## src/edns_pkg.sv

```systemverilog
// ---------------------------------------------------------------------------
// edns_pkg: shared types and constants for the EDNS0 OPT record parser
// Item formats, result kinds, error codes and parser phases.
// ---------------------------------------------------------------------------
package edns_pkg;

  // longest owner name in bytes
  localparam logic [7:0] NAME_MAX = 8'd255;

  // resource record type of OPT
  localparam logic [15:0] TYPE_OPT = 16'd41;

  // reset value of the highest known option code
  localparam logic [15:0] HKC_RESET = 16'd18;

  // result kinds
  localparam logic [2:0] KIND_HEADER   = 3'd0;
  localparam logic [2:0] KIND_OPT_HDR  = 3'd1;
  localparam logic [2:0] KIND_OPT_DATA = 3'd2;
  localparam logic [2:0] KIND_DONE     = 3'd3;
  localparam logic [2:0] KIND_ERROR    = 3'd4;

  // error codes
  localparam logic [1:0] ERR_NAME_LONG = 2'd0;
  localparam logic [1:0] ERR_BUF_END   = 2'd1;
  localparam logic [1:0] ERR_NOT_OPT   = 2'd2;
  localparam logic [1:0] ERR_OVERRUN   = 2'd3;

  // fixed header byte positions after the owner name
  localparam logic [3:0] FIX_TYPE_LO  = 4'd1;
  localparam logic [3:0] FIX_SIZE_LO  = 4'd3;
  localparam logic [3:0] FIX_RCODE    = 4'd4;
  localparam logic [3:0] FIX_VERSION  = 4'd5;
  localparam logic [3:0] FIX_FLAGS_HI = 4'd6;
  localparam logic [3:0] FIX_RDLEN_LO = 4'd9;

  // option header byte positions
  localparam logic [1:0] OPT_CODE_LO = 2'd1;
  localparam logic [1:0] OPT_LEN_LO  = 2'd3;

  // result queue depth
  localparam int unsigned RQ_DEPTH = 4;
  localparam int unsigned RQ_AW    = $clog2(RQ_DEPTH);

  typedef enum logic [2:0] {
    PH_IDLE,
    PH_NAME,
    PH_PTR,
    PH_FIXED,
    PH_OHDR,
    PH_ODATA,
    PH_SKIP
  } phase_e;

  typedef struct packed {
    logic [7:0] data_byte;
    logic       record_start;
    logic       buffer_end;
  } in_item_t;

  typedef struct packed {
    logic [2:0]  kind;
    logic [15:0] payload_size;
    logic [7:0]  ext_rcode;
    logic [7:0]  edns_version;
    logic        dnssec_ok;
    logic [15:0] rdata_length;
    logic [15:0] option_code;
    logic [15:0] option_length;
    logic [7:0]  option_byte;
    logic [15:0] consumed_count;
    logic [1:0]  error_code;
    logic        last_of_run;
  } out_item_t;

  // results of one byte, in delivery order
  typedef struct packed {
    logic [1:0] count;
    out_item_t  first;
    out_item_t  second;
  } res_push_t;

  // error result with every other field zero
  function automatic out_item_t mk_error(logic [1:0] code);
    out_item_t r;
    r            = '0;
    r.kind       = KIND_ERROR;
    r.error_code = code;
    return r;
  endfunction

endpackage

```

## src/edns0_opt_record_parser.sv

```systemverilog
// ---------------------------------------------------------------------------
// edns0_opt_record_parser: EDNS0 OPT record parser
// Skips the owner name, checks the type, reports the OPT header and walks
// the option list, one record byte per transfer.
// ---------------------------------------------------------------------------
// Bytes are taken at one per cycle unless the input stalls: each byte is held
// in the input register, where the parse step runs, and its results (up to
// two) go into a four-entry result queue. The input stalls only while that
// queue holds more than two results, so bytes that give at most one result
// each stream without pause while the output side keeps taking them; each
// result is queued before it reaches the output. Configuration writes
// to highest_known_code take effect on the next byte parsed.
module edns0_opt_record_parser (
  input  logic                clk_i,
  input  logic                rst_ni,
  input  logic                cfg_we_i,
  input  logic [15:0]         cfg_wdata_i,
  input  logic                in_valid_i,
  output logic                in_stall_o,
  input  edns_pkg::in_item_t  in_data_i,
  output logic                out_valid_o,
  input  logic                out_stall_i,
  output edns_pkg::out_item_t out_data_o
);
  import edns_pkg::*;

  res_push_t push;
  logic      room;

  // byte parser
  edns_parse u_parse (
    .clk_i       (clk_i),
    .rst_ni      (rst_ni),
    .cfg_we_i    (cfg_we_i),
    .cfg_wdata_i (cfg_wdata_i),
    .in_valid_i  (in_valid_i),
    .in_stall_o  (in_stall_o),
    .in_data_i   (in_data_i),
    .room_i      (room),
    .push_o      (push)
  );

  // result queue
  edns_rq u_rq (
    .clk_i       (clk_i),
    .rst_ni      (rst_ni),
    .push_i      (push),
    .room_o      (room),
    .out_valid_o (out_valid_o),
    .out_stall_i (out_stall_i),
    .out_data_o  (out_data_o)
  );

endmodule

```

## src/edns_parse.sv

```systemverilog
// ---------------------------------------------------------------------------
// edns_parse: input register and per-byte record parser
// Holds one byte, runs the parse step on it and updates the record state.
// ---------------------------------------------------------------------------
module edns_parse (
  input  logic                clk_i,
  input  logic                rst_ni,
  input  logic                cfg_we_i,
  input  logic [15:0]         cfg_wdata_i,
  input  logic                in_valid_i,
  output logic                in_stall_o,
  input  edns_pkg::in_item_t  in_data_i,
  input  logic                room_i,
  output edns_pkg::res_push_t push_o
);
  import edns_pkg::*;

  logic        item_v_q, item_v_d;
  in_item_t    item_q;
  logic        proc;

  logic [15:0] hkc_q;
  phase_e      phase_q, phase_d;
  logic [7:0]  nc_q, nc_d;
  logic [3:0]  fi_q, fi_d;
  logic [15:0] fs_q, fs_d;
  logic [15:0] pay_q, pay_d;
  logic [7:0]  ext_q, ext_d;
  logic [7:0]  ver_q, ver_d;
  logic        do_q, do_d;
  logic [15:0] rdlen_q, rdlen_d;
  logic [15:0] rp_q, rp_d;
  logic [15:0] cc_q, cc_d;
  logic [15:0] bl_q, bl_d;
  logic [15:0] tc_q, tc_d;
  logic        known_q, known_d;

  // input register: one byte held until the queue has room
  assign proc       = item_v_q && room_i;
  assign in_stall_o = item_v_q && !room_i;

  always_comb begin
    item_v_d = item_v_q;
    if (in_valid_i && !in_stall_o) begin
      item_v_d = 1'b1;
    end else if (proc) begin
      item_v_d = 1'b0;
    end
  end

  always_ff @(posedge clk_i or negedge rst_ni) begin
    if (!rst_ni) begin
      item_v_q <= 1'b0;
    end else begin
      item_v_q <= item_v_d;
    end
  end

  always_ff @(posedge clk_i) begin
    if (in_valid_i && !in_stall_o) begin
      item_q <= in_data_i;
    end
  end

  // parse step
  always_comb begin
    logic [7:0]  b;
    phase_e      ph;
    logic        complete;
    logic        prim_v;
    logic        fin_v;
    out_item_t   prim;
    out_item_t   fin;
    logic [16:0] left_before;
    logic [16:0] left_after;
    logic [8:0]  nc_ptr;

    b           = item_q.data_byte;
    ph          = phase_q;
    complete    = 1'b0;
    prim_v      = 1'b0;
    fin_v       = 1'b0;
    prim        = '0;
    fin         = '0;
    left_before = '0;
    left_after  = '0;
    nc_ptr      = '0;

    phase_d = phase_q;
    nc_d    = nc_q;
    fi_d    = fi_q;
    fs_d    = fs_q;
    pay_d   = pay_q;
    ext_d   = ext_q;
    ver_d   = ver_q;
    do_d    = do_q;
    rdlen_d = rdlen_q;
    rp_d    = rp_q;
    cc_d    = cc_q;
    bl_d    = bl_q;
    tc_d    = tc_q;
    known_d = known_q;

    if (proc) begin
      // record start clears all record state
      if (item_q.record_start) begin
        phase_d = PH_NAME;
        nc_d    = '0;
        fi_d    = '0;
        fs_d    = '0;
        pay_d   = '0;
        ext_d   = '0;
        ver_d   = '0;
        do_d    = 1'b0;
        rdlen_d = '0;
        rp_d    = '0;
        cc_d    = '0;
        bl_d    = '0;
        tc_d    = '0;
        known_d = 1'b0;
      end

      ph = phase_d;
      if (ph != PH_IDLE) begin
        tc_d = tc_d + 16'd1;

        unique case (ph)
          // owner name: labels, terminator or compression pointer
          PH_NAME: begin
            nc_ptr = {1'b0, nc_d} + 9'd2;
            if (b == 8'd0) begin
              phase_d = PH_FIXED;
              fi_d    = '0;
            end else if (b[7:6] == 2'b11) begin
              if (nc_ptr > {1'b0, NAME_MAX}) begin
                prim_v  = 1'b1;
                prim    = mk_error(ERR_NAME_LONG);
                phase_d = PH_IDLE;
              end else begin
                nc_d    = nc_ptr[7:0];
                phase_d = PH_PTR;
              end
            end else if (nc_d >= NAME_MAX) begin
              prim_v  = 1'b1;
              prim    = mk_error(ERR_NAME_LONG);
              phase_d = PH_IDLE;
            end else begin
              nc_d = nc_d + 8'd1;
            end
          end

          // second pointer byte
          PH_PTR: begin
            phase_d = PH_FIXED;
            fi_d    = '0;
          end

          // type, class, ttl and rdata length
          PH_FIXED: begin
            fs_d = {fs_d[7:0], b};
            case (fi_d)
              FIX_TYPE_LO: begin
                if (fs_d != TYPE_OPT) begin
                  prim_v  = 1'b1;
                  prim    = mk_error(ERR_NOT_OPT);
                  phase_d = PH_IDLE;
                end
              end
              FIX_SIZE_LO:  pay_d   = fs_d;
              FIX_RCODE:    ext_d   = b;
              FIX_VERSION:  ver_d   = b;
              FIX_FLAGS_HI: do_d    = b[7];
              FIX_RDLEN_LO: rdlen_d = fs_d;
              default: ;
            endcase
            if (phase_d != PH_IDLE) begin
              if (fi_d == FIX_RDLEN_LO) begin
                prim_v            = 1'b1;
                prim.kind         = KIND_HEADER;
                prim.payload_size = pay_d;
                prim.ext_rcode    = ext_d;
                prim.edns_version = ver_d;
                prim.dnssec_ok    = do_d;
                prim.rdata_length = rdlen_d;
                rp_d = '0;
                fi_d = '0;
                fs_d = '0;
                if (rdlen_d == 16'd0) begin
                  complete = 1'b1;
                end else begin
                  phase_d = PH_OHDR;
                end
              end else begin
                fi_d = fi_d + 4'd1;
              end
            end
          end

          // option walk over the rdata
          PH_OHDR, PH_ODATA, PH_SKIP: begin
            left_before = {1'b0, rdlen_q} - {1'b0, rp_q};
            rp_d        = rp_q + 16'd1;
            left_after  = {1'b0, rdlen_q} - {1'b0, rp_d};
            if (ph == PH_OHDR) begin
              if (fi_d == 4'd0 && !left_before[16] && left_before[15:0] < 16'd4) begin
                phase_d = PH_SKIP;
              end else begin
                fs_d = {fs_d[7:0], b};
                if (fi_d[1:0] == OPT_CODE_LO) begin
                  cc_d = fs_d;
                end
                if (fi_d[1:0] == OPT_LEN_LO) begin
                  bl_d = fs_d;
                  fi_d = '0;
                  fs_d = '0;
                  if (!left_after[16] && bl_d > left_after[15:0]) begin
                    prim_v  = 1'b1;
                    prim    = mk_error(ERR_OVERRUN);
                    phase_d = PH_SKIP;
                  end else begin
                    known_d = (cc_d >= 16'd1) && (cc_d <= hkc_q);
                    if (known_d) begin
                      prim_v             = 1'b1;
                      prim.kind          = KIND_OPT_HDR;
                      prim.option_code   = cc_d;
                      prim.option_length = bl_d;
                    end
                    phase_d = (bl_d == 16'd0) ? PH_OHDR : PH_ODATA;
                  end
                end else begin
                  fi_d = fi_d + 4'd1;
                end
              end
            end else if (ph == PH_ODATA) begin
              if (known_d) begin
                prim_v           = 1'b1;
                prim.kind        = KIND_OPT_DATA;
                prim.option_code = cc_d;
                prim.option_byte = b;
              end
              bl_d = bl_d - 16'd1;
              if (bl_d == 16'd0) begin
                phase_d = PH_OHDR;
                fi_d    = '0;
                fs_d    = '0;
              end
            end
            if (rp_d == rdlen_q) begin
              complete = 1'b1;
            end
          end

          default: ;
        endcase

        // record end or early buffer end
        if (phase_d != PH_IDLE) begin
          if (complete) begin
            fin_v              = 1'b1;
            fin.kind           = KIND_DONE;
            fin.consumed_count = tc_d;
            phase_d            = PH_IDLE;
          end else if (item_q.buffer_end) begin
            fin_v   = 1'b1;
            fin     = mk_error(ERR_BUF_END);
            phase_d = PH_IDLE;
          end
        end
      end
    end

    // mark the last result of this byte
    if (fin_v) begin
      fin.last_of_run = 1'b1;
    end else if (prim_v) begin
      prim.last_of_run = 1'b1;
    end

    push_o.count  = {1'b0, prim_v} + {1'b0, fin_v};
    push_o.first  = prim_v ? prim : fin;
    push_o.second = fin;
  end

  // configuration register
  always_ff @(posedge clk_i or negedge rst_ni) begin
    if (!rst_ni) begin
      hkc_q <= HKC_RESET;
    end else if (cfg_we_i) begin
      hkc_q <= cfg_wdata_i;
    end
  end

  // record state registers
  always_ff @(posedge clk_i or negedge rst_ni) begin
    if (!rst_ni) begin
      phase_q <= PH_IDLE;
      nc_q    <= '0;
      fi_q    <= '0;
      fs_q    <= '0;
      pay_q   <= '0;
      ext_q   <= '0;
      ver_q   <= '0;
      do_q    <= 1'b0;
      rdlen_q <= '0;
      rp_q    <= '0;
      cc_q    <= '0;
      bl_q    <= '0;
      tc_q    <= '0;
      known_q <= 1'b0;
    end else begin
      phase_q <= phase_d;
      nc_q    <= nc_d;
      fi_q    <= fi_d;
      fs_q    <= fs_d;
      pay_q   <= pay_d;
      ext_q   <= ext_d;
      ver_q   <= ver_d;
      do_q    <= do_d;
      rdlen_q <= rdlen_d;
      rp_q    <= rp_d;
      cc_q    <= cc_d;
      bl_q    <= bl_d;
      tc_q    <= tc_d;
      known_q <= known_d;
    end
  end

endmodule

```

## src/edns_rq.sv

```systemverilog
// ---------------------------------------------------------------------------
// edns_rq: result queue
// Takes up to two results per cycle and delivers one per transfer.
// ---------------------------------------------------------------------------
module edns_rq (
  input  logic                clk_i,
  input  logic                rst_ni,
  input  edns_pkg::res_push_t push_i,
  output logic                room_o,
  output logic                out_valid_o,
  input  logic                out_stall_i,
  output edns_pkg::out_item_t out_data_o
);
  import edns_pkg::*;

  out_item_t         mem_q [RQ_DEPTH];
  logic [RQ_AW-1:0]  wp_q, wp_d;
  logic [RQ_AW-1:0]  rp_q, rp_d;
  logic [RQ_AW:0]    cnt_q, cnt_d;
  logic [RQ_AW-1:0]  wp_next;
  logic              pop;

  // room for the two results a byte can cause
  assign room_o      = cnt_q <= (RQ_AW+1)'(RQ_DEPTH - 2);
  assign out_valid_o = cnt_q != '0;
  assign out_data_o  = mem_q[rp_q];
  assign pop         = out_valid_o && !out_stall_i;
  assign wp_next     = wp_q + 1'b1;

  // pointer and fill level update
  always_comb begin
    wp_d  = wp_q + push_i.count[RQ_AW-1:0];
    rp_d  = pop ? rp_q + 1'b1 : rp_q;
    cnt_d = cnt_q + (RQ_AW+1)'(push_i.count) - (RQ_AW+1)'(pop);
  end

  always_ff @(posedge clk_i or negedge rst_ni) begin
    if (!rst_ni) begin
      wp_q  <= '0;
      rp_q  <= '0;
      cnt_q <= '0;
    end else begin
      wp_q  <= wp_d;
      rp_q  <= rp_d;
      cnt_q <= cnt_d;
    end
  end

  // result storage
  always_ff @(posedge clk_i) begin
    if (push_i.count != 2'd0) begin
      mem_q[wp_q] <= push_i.first;
    end
    if (push_i.count == 2'd2) begin
      mem_q[wp_next] <= push_i.second;
    end
  end

endmodule
```

## config.mk

```make
export PLATFORM = sky130hd
export DESIGN_NAME = edns0_opt_record_parser
export DESIGN_NICKNAME = d
export VERILOG_FILES = /design/src/edns_pkg.sv /design/src/edns0_opt_record_parser.sv /design/src/edns_parse.sv /design/src/edns_rq.sv
export SDC_FILE = /design/constraint.sdc
export NUM_CORES = 2
export LEC_CHECK = 0
export ABC_AREA = 1
export BUFFER_PORTS_ARGS = -buffer_cell sky130_fd_sc_hd__buf_2
export CAP_MARGIN = 5
export CORE_ASPECT_RATIO = 0.5
export CORE_MARGIN = 2
export CORE_UTILIZATION = 41
export DETAILED_ROUTE_END_ITERATION = 6
export GPL_ROUTABILITY_DRIVEN = 1
export GPL_TIMING_DRIVEN = 0
export PLACE_DENSITY = 0.56
export SLEW_MARGIN = 40
export SYNTH_ARGS = -nofsm -noshare
export SYNTH_HDL_FRONTEND = slang
export SYNTH_HIERARCHICAL = 1
export SYNTH_SLANG_ARGS = --single-unit
```

## constraint.sdc

```tcl
create_clock -name clk_i -period 8.14 [get_ports clk_i]
set_clock_uncertainty 0.05 [all_clocks]
set_input_delay 2.035 -clock clk_i [delete_from_list [all_inputs] [get_ports clk_i]]
set_output_delay 2.035 -clock clk_i [all_outputs]
set_load 0.02 [all_outputs]
```

==> flow_summary.toml <==
[critical_path]
cp.required_ns = 8.43
r2r-end = "u_rq/mem_q[3][43]"
path_delay_family = "buffers and inverters"
crit_type = "flop to flop"
critPathMaxStageDelay_ns = 0.54
crit_fanout = 33
r2r_setup_slack_ns = 0.36
cp-end-kind = "flop"
critPathSlowestCell = "clkbuf_2"
critical_path_arrival_ns = 8.07
rr_worst_depth = 34
start_kind = "flop"
path_buf_inv = 16
cpMostUsedCell = "nand2_1"
r2r-start = "u_parse/item_q[1]"

[synthesis]
yosysWarnings = 6
avgSynthCellArea_um2 = 7.36
yosysSeqAreaShare_pct = 45.0
synth_top_area_share_pct = 34.8
async_flop_share_pct = 26.2
ys_types = 55
syn_inst = 5331
synthTopCellsByArea = "edfxtp_1, nand2_1, dfrtp_1"
synth_largest_area_cell = "edfxtp_1"
syn_area_mm2 = 0.0392
ys.flop_type = "edfxtp_1"
synth_edf_count = 454
ys_ff_latch = 615

[sta]
post-route-period-util_pct = 95.5
rsz0062_at_grt = "no"
setup_viol = 0
max_clock_freq_ghz = 0.129
slew_headroom_pct = 38.4
worstMarginPinSlew_ns = 0.924
maxSlewViolCount = 0
finalHoldViolCount = 0
finalCriticalPeriod_ns = 7.78

[worst_hold_path]
whs_path_depth = 2
hold_class = "flop to flop"
min_from = "u_parse/bl_q[5]"
hold_end = "u_parse/bl_q[5]"

[floorplan]
core_mm2 = 0.0951
die_h_um = 223
dieArea_mm2 = 0.0983
row_count = 80
io_pins = 144
dieWidth_um = 441
initial_core_util_pct = 41.2

[global_routing]
antenna_found_initial = 2
track_usage_pct = 29.4
grt_pass1_wl_um = 218000
gr-total-overflow = 0
grt_max_degree = 57
grt_pass1_vias = 35200

[place]
routabilityCongestion = 0.941
place_hpwl_um = 104000
placed_area_mm2 = 0.0423
portBuffers = 143

[detailed_routing]
viasPerCell = 5.47
vias = 38100
first_iter_violations = 4762
wl_um = 149000
first_pass_iters = 6
drcViolationCount = 0
post_drt_wl_per_cell_um = 21.3
postRouteAntennaNets = 0

[clock_network]
cts_tree = "built"
cts_buffers = 61
clk_pin_slew_ns = 0.07
htree_levels = 2
clock-sinks = 615
clock_path_buffers = 3
clk-insertion-delay-late_ns = 0.70
cts-root-buf = "clkbuf_16"

[power_and_ir_drop]
power.density_mw_per_mm2 = 309
power.total_uw = 13800
irDropWorstVdd_mv = 0.201
p_leak_uw = 0.0205

[finish]
fin_area_mm2 = 0.0445
final_core_util_pct = 46.8
regArea_mm2 = 0.0177
multi_input_area_mm2 = 0.0182
nFillCells = 9446
syn_to_final_growth_pct = 13.4
drive_gt1_share_pct = 10.5
nets = 5763

[status]
outcome = "complete, no violations"

[run]
timing.max_cap.violations = 0
-- registers in the layout (all words and copies together) (netlist names) --
signal	cells
u_rq/mem_q	444
u_parse/bl_q	16
u_parse/cc_q	16
u_parse/hkc_q	16
u_parse/pay_q	16
u_parse/rdlen_q	16
u_parse/rp_q	16
u_parse/tc_q	16
u_parse/item_q	10
u_parse/ext_q	8
u_parse/fs_q	8
u_parse/nc_q	8
u_parse/ver_q	8
u_parse/fi_q	4
u_parse/phase_q	3
u_rq/cnt_q	3
u_rq/rp_q	2
u_rq/wp_q	2
u_parse/do_q	1
u_parse/item_v_q	1
u_parse/known_q	1
-- cell type report --
type                       instances  area share, %
multi-input combinational       3970           40.9
sequential                       615           39.7
buffer                           404           4.91
inverter                         432           3.65
tap                             1271           3.58
clock buffer                      74           3.57
timing repair buffer             164           2.63
clock inverter                    39          0.985
antenna                            3         0.0169
-- timing repair --
item | CTS | global route
cloned | 0 | 3
setup buffers | 0 | 3
hold buffers | 0 | 0
endpoints found under the setup margin | 206 | 711
gates resized for setup | 2 | 19
pin swaps | 0 | 3
-- cells by family (layout without fill, tap and decap cells) --
family	count (synthesis)	in the layout	synth area share [%]
AND/OR/NAND/NOR	3024	3025	31.4
buffers and inverters	836	1113	9.64
AO/OA/AOI/OAI	719	719	10.0
flip-flops	615	615	45.0
adder cells (fa/ha/maj)	84	84	2.72
XOR/XNOR	51	51	1.14
other	1	93	0.00956
multiplexers	1	1	0.0287
-- tightest hold or removal path: stages (launching register included) --
cell and delay, ns:
dfrtp_1 0.34, nand2_1 0.05, nand2_1 0.05
-- routing by layer --
metal	wire, um	share of wire [%]	vias to the layer above	GRT usage, %
met4	5140	3.5	0	10.3
met5	0	0	-	0
met1	64600	43	18100	42.5
met2	63800	43	1963	43.8
met3	15100	10	293	5.54
li1	-	-	17800	-
-- worst max path at each step --
stage	startpoint	cells past startpoint	slack, ns	endpoint
6_report	u_parse/item_q[1]	34	0.36	u_rq/mem_q[3][43]
5_1_grt	u_parse/rp_q[2]	43	0.03	u_rq/mem_q[2][73]
4_1_cts	u_parse/rp_q[2]	41	0.008	u_rq/mem_q[0][69]
3_5_place_dp	u_parse/rp_q[2]	41	-0.24	u_rq/mem_q[0][25]
3_3_place_gp	u_parse/item_q[1]	34	-4.99	u_rq/mem_q[0][22]
2_1_floorplan	u_parse/rp_q[2]	38	0.01	u_rq/mem_q[0][0]
-- through the flow --
| step | TNS, ns | setup WS (ns) | hold WS, ns | instances |
|---|---|---|---|---|
| 4_1_cts | 0 | 0.00805 | 0.434 | 6963 |
| 3_5_place_dp | -19.16 | -0.238 | 0.415 | 6850 |
| 5_1_grt | 0 | 0.0338 | 0.469 | 6969 |
| 6_report | 0 | 0.364 | 0.430 | 6972 |
| 3_3_place_gp | -1792.36 | -4.99 | 0.412 | 6834 |
| 2_1_floorplan | 0 | 0.0113 | 0.399 | 5420 |
-- report_power, final --
| part | leakage [uW] | switching, uW | total (uW) | internal (uW) |
|---|---|---|---|---|
| Clock | 0.000975 | 1360 | 2980 | 1620 |
| Combinational | 0.0136 | 4870 | 6640 | 1770 |
| Sequential | 0.00589 | 274 | 4130 | 3860 |
-- synth_stat cells, drive strengths merged (2+ instances only) --
library cell / count
a211oi: 2
a21o: 6
a21oi: 110
a221oi: 2
a31oi: 33
buf: 257
clkbuf: 147
clkinv: 3
dfrtp: 159
dfstp: 2
edfxtp: 454
fa: 2
ha: 82
inv: 429
nand2: 1895
nand3: 464
nand3b: 12
nand4: 22
nor2: 594
nor3: 28
o211ai: 30
o21a: 24
o21ai: 441
o21bai: 4
o221ai: 4
o22ai: 59
o31ai: 2
or2: 5
xnor2: 14
xor2: 37
-- placed cells by master (no fill, tap or decap), types with 21 or more instances in the layout --
master / count
buf_1: 28
nand2_1: 1886
ha_1: 82
xor2_1: 37
nand3_1: 458
o21ai_1: 22
o21ai_0: 418
clkbuf_1: 147
buf_4: 114
o211ai_1: 30
o22ai_1: 59
o21a_1: 24
a21oi_1: 107
nor2_1: 551
inv_2: 24
dfrtp_1: 159
edfxtp_1: 454
a31oi_1: 33
buf_2: 246
nor2_2: 38
nand4_1: 21
conb_1: 90
clkbuf_16: 63
inv_1: 405
nor3_1: 22
(Power assumes the default switching activity.)
